===== src/rtl/core/hex_number_formatter_defines.svh =====
// assertion macros shared by the formatter rtl
// expects clk and rst in the scope where a macro is used
`ifndef HEX_NUMBER_FORMATTER_DEFINES_SVH
`define HEX_NUMBER_FORMATTER_DEFINES_SVH

// condition implies consequence in the same cycle
`define HNF_ASSERT_SAME(label, ante, cons) \
  label: assert property (@(posedge clk) disable iff (rst) (ante) |-> (cons)) \
    else $error("hex formatter check failed");

// condition implies consequence in the next cycle
`define HNF_ASSERT_NEXT(label, ante, cons) \
  label: assert property (@(posedge clk) disable iff (rst) (ante) |=> (cons)) \
    else $error("hex formatter check failed");

`endif


===== src/rtl/core/hnf_pkg.sv =====
// package for the hex number formatter: widths, character codes, shifter control types
// no dependencies
`timescale 1ns / 1ps

package hnf_pkg;

  localparam int VALUE_W     = 64;
  localparam int NIBBLES     = VALUE_W / 4;
  localparam int NDIG_W      = $clog2(NIBBLES + 1);
  localparam int FIELD_W     = 6;
  localparam int CHAR_W      = 8;
  localparam int MAX_FIELD_D = 62;

  localparam logic [CHAR_W-1:0] CH_ZERO  = 8'h30;
  localparam logic [CHAR_W-1:0] CH_SPACE = 8'h20;
  localparam logic [CHAR_W-1:0] CH_X_LO  = 8'h78;
  localparam logic [CHAR_W-1:0] CH_X_UP  = 8'h58;
  localparam logic [CHAR_W-1:0] CH_A_LO  = 8'h61;
  localparam logic [CHAR_W-1:0] CH_A_UP  = 8'h41;

  // control from the sequencer to the nibble shifter
  typedef struct packed {
    logic load;
    logic shift;
  } hnf_shift_ctrl_t;

  // status from the nibble shifter
  typedef struct packed {
    logic [3:0]        top_nibble;
    logic [NDIG_W-1:0] ndig;
  } hnf_shift_stat_t;

  // ascii digit for one nibble
  function automatic logic [CHAR_W-1:0] hex_char(input logic [3:0] nib, input logic upper);
    logic [CHAR_W-1:0] base;
    base = upper ? CH_A_UP : CH_A_LO;
    if (nib < 4'd10) begin
      return CH_ZERO + {4'd0, nib};
    end
    return base + {4'd0, nib} - 8'd10;
  endfunction

endpackage


===== src/rtl/core/hnf_if.sv =====
// valid/ready channel interfaces for the hex number formatter
// depends on hnf_pkg
`timescale 1ns / 1ps

interface hnf_in_if;
  logic                          valid;
  logic                          ready;
  logic [hnf_pkg::VALUE_W-1:0]   value;
  logic [hnf_pkg::FIELD_W-1:0]   field_width;
  logic [hnf_pkg::FIELD_W-1:0]   min_digits;
  logic                          has_precision;
  logic                          left_justify;
  logic                          zero_pad;
  logic                          alt_form;
  logic                          upper_case;
  logic                          pointer_mode;

  modport source(
    output valid, value, field_width, min_digits, has_precision, left_justify,
           zero_pad, alt_form, upper_case, pointer_mode,
    input  ready
  );
  modport sink(
    input  valid, value, field_width, min_digits, has_precision, left_justify,
           zero_pad, alt_form, upper_case, pointer_mode,
    output ready
  );
endinterface

interface hnf_out_if;
  logic                        valid;
  logic                        ready;
  logic [hnf_pkg::CHAR_W-1:0]  out_char;
  logic                        last_char;

  modport source(output valid, out_char, last_char, input ready);
  modport sink(input valid, out_char, last_char, output ready);
endinterface


===== src/rtl/core/hnf_nibble_shifter.sv =====
// shared nibble shifter: holds the value, strips leading zero nibbles, feeds digits msb first
// depends on hnf_pkg
`timescale 1ns / 1ps

module hnf_nibble_shifter (
  input  logic                        clk,
  input  logic                        rst,
  input  hnf_pkg::hnf_shift_ctrl_t    ctrl,
  input  logic [hnf_pkg::VALUE_W-1:0] load_value,
  output hnf_pkg::hnf_shift_stat_t    stat
);
  import hnf_pkg::*;

  logic [VALUE_W-1:0] val;
  logic [NDIG_W-1:0]  ndig;

  // load or shift one nibble toward the top
  always_ff @(posedge clk) begin
    if (rst) begin
      ndig <= '0;
    end else if (ctrl.load) begin
      ndig <= NDIG_W'(NIBBLES);
    end else if (ctrl.shift) begin
      ndig <= ndig - 1'b1;
    end
    if (ctrl.load) begin
      val <= load_value;
    end else if (ctrl.shift) begin
      val <= {val[VALUE_W-5:0], 4'd0};
    end
  end

  assign stat.top_nibble = val[VALUE_W-1 -: 4];
  assign stat.ndig       = ndig;

endmodule


===== src/rtl/core/hex_number_formatter.sv =====
// top level of the hex number formatter (printf %x / %X conversion)
// depends on hnf_pkg, hnf_if, hnf_nibble_shifter and the assertion macro header
`timescale 1ns / 1ps
`include "hex_number_formatter_defines.svh"

// Usage
//   request: one transaction carries a 64-bit value with width, precision and flags.
//   result:  one transaction per ascii character of the field; last_char marks the
//            final one. A zero value with precision 0, no prefix and width 0 gives
//            no result transaction at all.
// Timing
//   After a request is taken the shared nibble shifter strips leading zero
//   nibbles, one per cycle. The sequencer then sizes the field in its size
//   state, and one character leaves per cycle while the receiver is ready, up
//   to 64 characters. The next request can be taken as soon as the sequencer
//   is back in idle, which it enters as the last character is registered.
//   request.ready is high only while no conversion is in progress; the last
//   character may still wait in the output register when the next request is taken.
// Reset and stall
//   rst is synchronous and returns the block to idle with no result pending.
//   While result.ready is low a full output register holds its character and
//   the sequencer waits; an empty one still takes the next character.
module hex_number_formatter #(
  parameter int MAX_FIELD = hnf_pkg::MAX_FIELD_D
) (
  input  logic      clk,
  input  logic      rst,
  hnf_in_if.sink    request,
  hnf_out_if.source result
);
  import hnf_pkg::*;

  localparam int CNT_W = $clog2(MAX_FIELD + 3);
  localparam logic [FIELD_W-1:0] MAX_F = FIELD_W'(MAX_FIELD);

  typedef enum logic [1:0] {
    ST_IDLE,
    ST_SCAN,
    ST_SIZE,
    ST_EMIT
  } state_t;

  state_t state;

  // captured request fields
  logic [FIELD_W-1:0] width_q;
  logic [FIELD_W-1:0] prec_q;
  logic               has_prec;
  logic               left;
  logic               zpad;
  logic               alt;
  logic               upper;
  logic               ptr;
  logic               is_zero;

  // segment counters of the field
  logic [CNT_W-1:0] lead_cnt;
  logic [CNT_W-1:0] pre_cnt;
  logic [CNT_W-1:0] zero_cnt;
  logic [CNT_W-1:0] dig_cnt;
  logic [CNT_W-1:0] trail_cnt;
  logic [CNT_W-1:0] total;

  // output register
  logic              out_valid;
  logic [CHAR_W-1:0] out_char;
  logic              out_last;

  hnf_shift_ctrl_t shift_ctrl;
  hnf_shift_stat_t shift_stat;

  logic in_fire;
  logic out_free;
  logic emit_fire;

  assign in_fire   = request.valid && request.ready;
  assign out_free  = !out_valid || result.ready;
  assign emit_fire = (state == ST_EMIT) && out_free;

  // saturate width and precision
  logic [FIELD_W-1:0] width_sat;
  logic [FIELD_W-1:0] prec_sat;
  assign width_sat = (request.field_width > MAX_F) ? MAX_F : request.field_width;
  assign prec_sat  = (request.min_digits > MAX_F) ? MAX_F : request.min_digits;

  // scan step: drop a leading zero nibble while more than one digit remains
  logic scan_step;
  assign scan_step = (state == ST_SCAN) && (shift_stat.top_nibble == 4'd0)
                     && (shift_stat.ndig > NDIG_W'(1));

  // field sizing from the scanned digit count
  logic [CNT_W-1:0] width_c;
  logic [CNT_W-1:0] prec_c;
  logic [CNT_W-1:0] prefix_n;
  logic [CNT_W-1:0] ndig_eff;
  logic [CNT_W-1:0] zeros0;
  logic [CNT_W-1:0] body0;
  logic [CNT_W-1:0] zeros_n;
  logic [CNT_W-1:0] body_n;
  logic [CNT_W-1:0] pad_n;
  logic [CNT_W-1:0] total_n;

  always_comb begin
    width_c  = CNT_W'(width_q);
    prec_c   = CNT_W'(prec_q);
    prefix_n = (alt && (!is_zero || ptr)) ? CNT_W'(2) : '0;
    ndig_eff = (is_zero && has_prec && (prec_q == '0) && (prefix_n == '0))
               ? '0 : CNT_W'(shift_stat.ndig);
    zeros0   = (has_prec && (prec_c > ndig_eff)) ? (prec_c - ndig_eff) : '0;
    body0    = prefix_n + zeros0 + ndig_eff;
    zeros_n  = zeros0;
    body_n   = body0;
    if (zpad && !has_prec && !left && (width_c > body0)) begin
      zeros_n = zeros0 + (width_c - body0);
      body_n  = width_c;
    end
    pad_n   = (width_c > body_n) ? (width_c - body_n) : '0;
    total_n = pad_n + body_n;
  end

  // pick the next character by segment order
  logic [CHAR_W-1:0] next_char;
  logic              take_lead;
  logic              take_pre;
  logic              take_zero;
  logic              take_dig;

  always_comb begin
    take_lead = 1'b0;
    take_pre  = 1'b0;
    take_zero = 1'b0;
    take_dig  = 1'b0;
    next_char = CH_SPACE;
    if (lead_cnt != '0) begin
      take_lead = 1'b1;
    end else if (pre_cnt != '0) begin
      take_pre  = 1'b1;
      next_char = (pre_cnt == CNT_W'(2)) ? CH_ZERO : (upper ? CH_X_UP : CH_X_LO);
    end else if (zero_cnt != '0) begin
      take_zero = 1'b1;
      next_char = CH_ZERO;
    end else if (dig_cnt != '0) begin
      take_dig  = 1'b1;
      next_char = hex_char(shift_stat.top_nibble, upper);
    end
  end

  // shared shifter control
  assign shift_ctrl.load  = in_fire;
  assign shift_ctrl.shift = scan_step || (emit_fire && take_dig);

  hnf_nibble_shifter u_shifter (
    .clk        (clk),
    .rst        (rst),
    .ctrl       (shift_ctrl),
    .load_value (request.value),
    .stat       (shift_stat)
  );

  // sequencer, counters and output register
  always_ff @(posedge clk) begin
    if (rst) begin
      state     <= ST_IDLE;
      out_valid <= 1'b0;
      total     <= '0;
      lead_cnt  <= '0;
      pre_cnt   <= '0;
      zero_cnt  <= '0;
      dig_cnt   <= '0;
      trail_cnt <= '0;
    end else begin
      // drained output register empties unless a new character lands
      if (result.ready && !emit_fire) begin
        out_valid <= 1'b0;
      end
      unique case (state)
        ST_IDLE: begin
          if (in_fire) begin
            width_q  <= width_sat;
            prec_q   <= prec_sat;
            has_prec <= request.has_precision;
            left     <= request.left_justify;
            zpad     <= request.zero_pad;
            alt      <= request.alt_form;
            upper    <= request.upper_case;
            ptr      <= request.pointer_mode;
            is_zero  <= (request.value == '0);
            state    <= ST_SCAN;
          end
        end
        ST_SCAN: begin
          if (!scan_step) begin
            state <= ST_SIZE;
          end
        end
        ST_SIZE: begin
          lead_cnt  <= left ? '0 : pad_n;
          trail_cnt <= left ? pad_n : '0;
          pre_cnt   <= prefix_n;
          zero_cnt  <= zeros_n;
          dig_cnt   <= ndig_eff;
          total     <= total_n;
          state     <= (total_n == '0) ? ST_IDLE : ST_EMIT;
        end
        ST_EMIT: begin
          if (out_free) begin
            out_valid <= 1'b1;
            out_char  <= next_char;
            out_last  <= (total == CNT_W'(1));
            total     <= total - 1'b1;
            if (take_lead) begin
              lead_cnt <= lead_cnt - 1'b1;
            end else if (take_pre) begin
              pre_cnt <= pre_cnt - 1'b1;
            end else if (take_zero) begin
              zero_cnt <= zero_cnt - 1'b1;
            end else if (take_dig) begin
              dig_cnt <= dig_cnt - 1'b1;
            end else begin
              trail_cnt <= trail_cnt - 1'b1;
            end
            if (total == CNT_W'(1)) begin
              state <= ST_IDLE;
            end
          end
        end
        default: state <= ST_IDLE;
      endcase
    end
  end

  assign request.ready    = (state == ST_IDLE);
  assign result.valid     = out_valid;
  assign result.out_char  = out_char;
  assign result.last_char = out_last;

  // checks on the sequencer bookkeeping
  `HNF_ASSERT_SAME(a_emit_sum, state == ST_EMIT,
    total == lead_cnt + pre_cnt + zero_cnt + dig_cnt + trail_cnt)
  `HNF_ASSERT_SAME(a_emit_nonempty, state == ST_EMIT, total != '0)
  `HNF_ASSERT_NEXT(a_last_to_idle, emit_fire && (total == CNT_W'(1)),
    (state == ST_IDLE) && out_valid && out_last)
  `HNF_ASSERT_SAME(a_digits_fit, state == ST_EMIT,
    dig_cnt <= CNT_W'(shift_stat.ndig))

endmodule


===== src/flat_wrapper.sv =====
// flat-port wrapper written by rule: the top's interface ports become plain ports
module hex_number_formatter_flat import hnf_pkg::*;
#(
  parameter int MAX_FIELD = hnf_pkg::MAX_FIELD_D
)
  (clk, rst, request_valid, request_value, request_field_width, request_min_digits, request_has_precision, request_left_justify, request_zero_pad, request_alt_form, request_upper_case, request_pointer_mode, request_ready, result_valid, result_out_char, result_last_char, result_ready);
  hnf_in_if request_i ();
  hnf_out_if result_i ();
  input  logic clk;
  input  logic rst;
  input wire logic [$bits(request_i.valid)-1:0] request_valid;
  input wire logic [$bits(request_i.value)-1:0] request_value;
  input wire logic [$bits(request_i.field_width)-1:0] request_field_width;
  input wire logic [$bits(request_i.min_digits)-1:0] request_min_digits;
  input wire logic [$bits(request_i.has_precision)-1:0] request_has_precision;
  input wire logic [$bits(request_i.left_justify)-1:0] request_left_justify;
  input wire logic [$bits(request_i.zero_pad)-1:0] request_zero_pad;
  input wire logic [$bits(request_i.alt_form)-1:0] request_alt_form;
  input wire logic [$bits(request_i.upper_case)-1:0] request_upper_case;
  input wire logic [$bits(request_i.pointer_mode)-1:0] request_pointer_mode;
  output wire logic [$bits(request_i.ready)-1:0] request_ready;
  output wire logic [$bits(result_i.valid)-1:0] result_valid;
  output wire logic [$bits(result_i.out_char)-1:0] result_out_char;
  output wire logic [$bits(result_i.last_char)-1:0] result_last_char;
  input wire logic [$bits(result_i.ready)-1:0] result_ready;
  assign request_i.valid = request_valid;
  assign request_i.value = request_value;
  assign request_i.field_width = request_field_width;
  assign request_i.min_digits = request_min_digits;
  assign request_i.has_precision = request_has_precision;
  assign request_i.left_justify = request_left_justify;
  assign request_i.zero_pad = request_zero_pad;
  assign request_i.alt_form = request_alt_form;
  assign request_i.upper_case = request_upper_case;
  assign request_i.pointer_mode = request_pointer_mode;
  assign request_ready = request_i.ready;
  assign result_valid = result_i.valid;
  assign result_out_char = result_i.out_char;
  assign result_last_char = result_i.last_char;
  assign result_i.ready = result_ready;
  hex_number_formatter #(.MAX_FIELD(MAX_FIELD)) u_core (.clk(clk), .rst(rst), .request(request_i), .result(result_i));
endmodule

===== config.mk =====
export PLATFORM = sky130hd
export DESIGN_NAME = hex_number_formatter_flat
export DESIGN_NICKNAME = d
export VERILOG_FILES = /design/src/rtl/core/hnf_pkg.sv /design/src/rtl/core/hnf_if.sv /design/src/rtl/core/hnf_nibble_shifter.sv /design/src/rtl/core/hex_number_formatter.sv /design/src/flat_wrapper.sv
export VERILOG_INCLUDE_DIRS = /design/src /design/src/rtl/core
export SDC_FILE = /design/constraint.sdc
export NUM_CORES = 1
export LEC_CHECK = 0
export BUFFER_PORTS_ARGS = -buffer_cell sky130_fd_sc_hd__buf_2
export CAP_MARGIN = 30
export CORE_UTILIZATION = 50
export DETAILED_ROUTE_END_ITERATION = 7
export PLACE_DENSITY = 0.77
export SLEW_MARGIN = 5
export SYNTH_ARGS = -nofsm -noshare
export SYNTH_HDL_FRONTEND = slang
export SYNTH_SLANG_ARGS = --single-unit

===== constraint.sdc =====
create_clock -name clk -period 25.7 [get_ports clk]
set_input_delay 0 -clock clk [delete_from_list [all_inputs] [get_ports clk]]
set_output_delay 0 -clock clk [all_outputs]
set_load 0.005 [all_outputs]

# --- Word level (Yosys, flattened, before mapping) ---
# Index checks and enable logic that the tools add are counted.
classes:
  add_sub_neg: 16
  n_lt_le_gt_ge: 7
  n_eq_ne: 16
  n_mux: 63
  bitwise: 1
  reduce_logical: 43
op_table:
  columns: ["cell", "count"]
  rows:
  - ["2-to-1 mux 7 bit", 20]
  - ["2-to-1 mux 64 bit", 2]
  - ["case mux 7 bit (2 select lines)", 5]
  - ["logical NOT 64 bit", 1]
  - ["2-to-1 mux 8 bit", 6]
  - ["subtractor 7 x 1 -> 7 bit, second input constant", 5]
  - ["adder 7 bit", 4]
  - ["nonzero test 7 bit", 4]
  - ["> comparator 6 x 7 -> 1 bit", 3]
  - ["subtractor 6 x 7 -> 7 bit", 3]
  - ["2-to-1 mux 1 bit", 18]
  - ["2-to-1 mux 5 bit", 3]
  - ["logical AND 1 bit", 14]
  - ["logical NOT 7 bit", 2]
  - ["> comparator 6 bit, second input constant", 2]
  - ["2-to-1 mux 2 bit", 6]
  - ["2-to-1 mux 6 bit", 2]
  - ["!= test 2 bit, second input constant", 6]
  - ["!= test 2 x 1 -> 1 bit, second input constant", 5]
  - ["AND reduction 3 bit", 3]
  - ["adder 8 x 4 -> 8 bit", 1]
  - ["case mux 2 bit (4 select lines)", 1]
  - ["AND reduction 4 bit", 2]
  - ["subtractor 8 x 4 -> 8 bit, second input constant", 1]
  - ["19 further kinds", 27]
word_totals:
  reg_bits: 135
  input_bits: 86
  out_inout_bits: 11
  wordCells: 167

# --- Logic depth before layout (Yosys ltp) ---
depth:
  depth_word: 21
  mapped_depth: 44
  depth_no_buf: 42

# --- Modules after synthesis ---
# From an unflattened synthesis, not the netlist that was laid out.
unflattened:
  hier_cells: 806
  hier_area_um2: 8139.1
modules_own_cells:
  columns: ["mod", "instances", "cells_per_inst", "area_per_inst_um2"]
  rows:
  - ["hex_number_formatter", 1, 643, 5225.0]
  - ["hnf_nibble_shifter", 1, 163, 2914.0]

# --- Worst setup path after synthesis ---
# OpenSTA, ideal clock, no wires.
synth_path:
  path_kind: "flip-flop to flip-flop"
  start: "reg u_core.is_zero"
  end: "reg u_core.state[0]"
  setup_ns: 0.134
  arrival_time_ns: 8.647
  slack_ns: 16.919
  stages_incl_launch_ff: 43
  path_buffers: 2
  cell_sequence: "edfxtp_1 inv_1 o21ai_0 nand3_1 nand2_1 ha_1 nor2b_1 o31a_1 o31a_1 a21o_1 nand2_1 fa_1 inv_1 ha_1 inv_1 fa_1 xnor2_1 inv_1 (+7 left out) a21o_1 inv_1 ha_1 nor2b_1 o31a_1 o31a_1 nor2_1 or3_1 clkbuf_1 nor3_1 ha_1 nand2_1 or4_4 or4_1 o311ai_2 xor2_1 nor4_1 a211oi_1"
synth_between:
  elab_chain_len: 21
  elab_cells_between_ends: 25
  classes_between: "add/sub: 5; order compare: 3; mux: 7; reduce/logical: 10"
synth_lines:
  columns: ["element", "line_no", "rtl"]
  rows:
  - ["start, declared", "hex_number_formatter.sv:54", "logic is_zero;"]
  - ["start signal, assigned", "hex_number_formatter.sv:187", "is_zero <= (request.value == '0);"]
  - ["logical NOT 1 bit", "hex_number_formatter.sv:106", "prefix_n = (alt && (!is_zero || ptr)) ? CNT_W'(2) : '0;"]
  - ["logical OR 1 bit", "hex_number_formatter.sv:106", null]
  - ["logical AND 1 bit", "hex_number_formatter.sv:106", null]
  - ["2-to-1 mux 2 bit", "hex_number_formatter.sv:106", null]
  - ["logical NOT 7 bit", "hex_number_formatter.sv:107", "ndig_eff = (is_zero && has_prec && (prec_q == '0) && (prefix_n == '0))"]
  - ["logical AND 1 bit", "hex_number_formatter.sv:107", null]
  - ["2-to-1 mux 5 bit", "hex_number_formatter.sv:108", "? '0 : CNT_W'(shift_stat.ndig);"]
  - ["> comparator 6 x 7 -> 1 bit", "hex_number_formatter.sv:109", "zeros0 = (has_prec && (prec_c > ndig_eff)) ? (prec_c - ndig_eff) : '0;"]
  - ["(+5 left out)", null, null]
  - ["logical AND 1 bit", "hex_number_formatter.sv:113", "if (zpad && !has_prec && !left && (width_c > body0)) begin"]
  - ["2-to-1 mux 7 bit *", "hex_number_formatter.sv:113", null]
  - ["subtractor 6 x 7 -> 7 bit / > comparator 6 x 7 -> 1 bit (equally long branches)", "hex_number_formatter.sv:117", "pad_n = (width_c > body_n) ? (width_c - body_n) : '0;"]
  - ["2-to-1 mux 7 bit", "hex_number_formatter.sv:117", null]
  - ["adder 7 bit *", "hex_number_formatter.sv:118", "total_n = pad_n + body_n;"]
  - ["logical NOT 7 bit *", "hex_number_formatter.sv:203", "state <= (total_n == '0) ? ST_IDLE : ST_EMIT;"]
  - ["2-to-1 mux 2 bit *", "hex_number_formatter.sv:203", null]
  - ["case mux 2 bit (4 select lines) *", "hex_number_formatter.sv:176", "unique case (state)"]
  - ["end signal, assigned", "hex_number_formatter.sv:203", null]
  - ["end, declared", "hex_number_formatter.sv:43", "state_t state;"]
# Every way passes the cells marked *; elsewhere a longest branch is shown, timed or not.
# A chain may end at the register's enable or synchronous reset.

# --- Final worst setup path ---
layout_path:
  start: "reg u_core.is_zero"
  end: "reg u_core.state[1]"
# The elaborated chain is that of the path after synthesis.

==> results.yml <==
status:
  outcome: "complete, no violations"
grt:
  grt_pass1_wl_um: 34900
  antenna_found_initial: 0
  grt-ovfl-total: 0
  grt_max_degree: 65
  grt_usage_pct: 27.7
  grt_pass1_vias: 6993
pwr:
  clock_power_share_pct: 32.5
  swShare_pct: 34.3
  power_density_nw_per_um2: 76.8
  vdd_drop_max_mv: 0.0500
  p_comb_share_pct: 31.0
  p_leak_nw: 4.31
  p_seq_share_pct: 36.5
  power.switching_uw: 265
  intPower_uw: 508
drt:
  drt-vias-per-instance: 5.59
  first_pass_iters: 5
  routedWlPerCell_um: 16.8
  vias: 7268
  drt_iter0_markers: 796
  antenna_left: 0
  drc: 0
  wl_um: 21900
yosys:
  synth_edf_count: 91
  synthArstFlopShare_pct: 0
  yosys_warnings: 0
  ys_seq_area_share_pct: 45.1
  synth_ff_type: "edfxtp_1"
  synth_seq_cells: 134
  synth_cell_type_count: 62
  syn_avg_cell_area_um2: 8.74
  netlist_area_um2: 7960
  syn_inst: 911
  synth.net_count: 1053
critical_path:
  path_class: "flip-flop to flip-flop"
  setup.worst_path.end_class: "flip-flop"
  crit-reg2reg-launch: "u_core.is_zero"
  crit_path_start_kind: "flip-flop"
  cpPeakStageDelay_ns: 0.47
  critPathSlowestCell: "or3_1"
  crit_fanout: 15
  worstPathArrival_ns: 9.86
  worst-r2r-setup-slack_ns: 16.12
  critPathRequiredTime_ns: 25.98
  cp_top_family: "simple AND/OR/NAND/NOR gates"
  reg2regPathDepth: 42
  r2r-end: "u_core.state[1]"
  cp.buffers_inverters: 6
min_path:
  min_delay_worst_endpoint: "u_core.u_shifter.val[2]"
  min-delay-path-class: "input port to flip-flop"
  worst_hold_startpoint: "request_valid"
  hold_depth: 2
cts:
  insertion_delay_ns: 0.44
  cts_tree: "yes"
  cts_resized: 0
  cts_buffers: 17
  cts_buffer_depth: 2
  root_buffer: "clkbuf_16"
  path_clk_slew_ns: 0.07
  cts_max_level: 4
  postCtsSetupBuffers: 0
  clock-sinks: 134
  hold_buffers: 83
layout:
  fin_nets: 1217
  final_common_cell: "nand2_1"
  instances_no_fill: 1301
  multi_input_area_um2: 4010
  drive_gt1_share_pct: 13.5
  areaGrowthSynthToFinish_pct: 26.3
  seqCellArea_um2: 3590
  most-common-layout-cells: "nand2_1 (238), buf_2 (95), edfxtp_1 (91)"
  fill_cells: 1177
placed_design:
  pre_cts_ws_ns: 15.92
  dp.cells: 1183
  gp_congestion: 0.913
  port-buffer-count: 95
  hpwl_um: 13200
sta:
  finalCritPeriodShare_pct: 37.3
  layout_setup_ws_ns: 16.12
  rsz0062_at_grt: "false"
  final.setup.tns_ns: 0
  hold_viol_final: 0
  setup_viol: 0
  fin_skew_ns: 0.0108
  clock.fmax_mhz: 104
  post-route-min-period_ns: 9.58
  slew_viol_final: 0
  slew_headroom_pct: 40.9
  worst_slew_pin_slew_ns: 0.887
floorplanning:
  rows: 45
  die_h_um: 128
  core_um2: 15400
  die_width_um: 128
  start_util_pct: 51.8
  die_area_um2: 16400
  ioPinCount: 97
flow_run:
  drv_cap: 0
-- worst max-delay path by stage --
stage	cells past startpoint	slack [ns]	startpoint	endpoint
after floorplan	42	16.92	u_core.is_zero	u_core.state[0]
after global placement	40	16.21	u_core.is_zero	u_core.state[1]
after detailed placement	40	15.92	u_core.is_zero	u_core.state[1]
after CTS	40	15.85	u_core.is_zero	u_core.state[1]
after global routing	40	15.46	u_core.is_zero	u_core.state[1]
final	42	16.12	u_core.is_zero	u_core.state[1]
-- worst reg2reg max path: cells and delay by family, from the launching register on --
family                     cells  cell delay, ns
AOI/OAI and AO/OA             13            2.66
xor gates and xnor gates       2            0.30
adders and majority gates      7            2.22
buffers and inverters          6            0.61
DFF                            1            0.35
and+or+nand+nor               14            3.30
-- layer usage --
metal  wire length, µm  up-vias  track usage (%)
met1              9310     3350             35.0
met4               964        0             15.8
li1                  -     3513                -
met2             10400      319             44.4
met3              1250       86             5.30
met5                 0        -                0
-- kinds of logic (layout without fill, tap and decap cells) --
logic type               after synthesis  in the layout  share of synthesized area [%]
XOR/XNOR                              32             32                           3.61
AO/OA/AOI/OAI                        166            166                           13.6
flip-flops                           134            134                           45.1
AND/OR/NAND/NOR                      424            424                           23.3
adder cells (fa/ha/maj)               56             56                           9.65
buffers and inverters                 97            274                           4.62
other                                  1              3                         0.0471
multiplexers                           1              1                          0.126
-- synth_stat cells, types with 5 or more instances --
cell      number  area, µm²
a21o_1        11       82.6
nor2b_1        8       50.1
ha_1          47        588
o21ai_0       42        210
a211oi_1      16        120
edfxtp_1      91       2730
nand2b_1       9       56.3
or3_1          6       37.5
a21oi_1       41        205
o22ai_1        5       31.3
fa_1           9        180
inv_1         56        210
xnor2_1       20        175
nand4_1        7       43.8
dfxtp_1       43        861
nand3_1       10       50.1
o21a_1         6       45.0
clkbuf_1      39        146
nor2_1        75        282
nand2_1      239        897
nor3_1        22        110
xor2_1        11       96.3
and3_1         6       37.5
nor4_1        23        144
-- power by group through the flow --
stage	combinational, mW	sequential (mW)	clock [mW]
global placement	0.217	0.284	0
global route	0.266	0.284	0.261
finish	0.240	0.282	0.251
floorplan	0.167	0.281	0
detailed placement	0.221	0.285	0
CTS	0.233	0.281	0.250
-- sequential cells by signal, summed over array words and instances, names as in the netlist, 2 cells and up --
register,flops
u_core.u_shifter.val,64
u_core.u_shifter.ndig,5
u_core.lead_cnt,7
u_core.state,2
u_core.total,7
u_core.width_q,6
u_core.dig_cnt,7
u_core.zero_cnt,7
u_core.result.out_char,7
u_core.prec_q,6
u_core.pre_cnt,7
-- stage by stage --
step / area, µm² / hold slack [ns] / power (mW) / utilization [%]
6_report: 10100 / 0.0107 / 0.773 / 65.5
5_1_grt: 10100 / 0.0120 / 0.812 / 65.4
4_1_cts: 10000 / 0.00381 / 0.763 / 65.4
3_5_place_dp: 8630 / 0.178 / 0.506 / 56.1
3_3_place_gp: 8590 / 0.177 / 0.501 / 55.9
2_1_floorplan: 7960 / 0.0989 / 0.448 / -
-- final cells by class --
| cell class | instances | share of cell area, % |
|---|---|---|
| clock inverter | 14 | 1.62 |
| timing repair buffer | 186 | 13.8 |
| clock buffer | 18 | 4.27 |
| antenna | 2 | 0.0497 |
| inverter | 56 | 2.09 |
| multi-input combinational | 680 | 39.9 |
| sequential | 134 | 35.7 |
| tap | 211 | 2.62 |
Note: power is estimated with default switching activity, not from simulation.
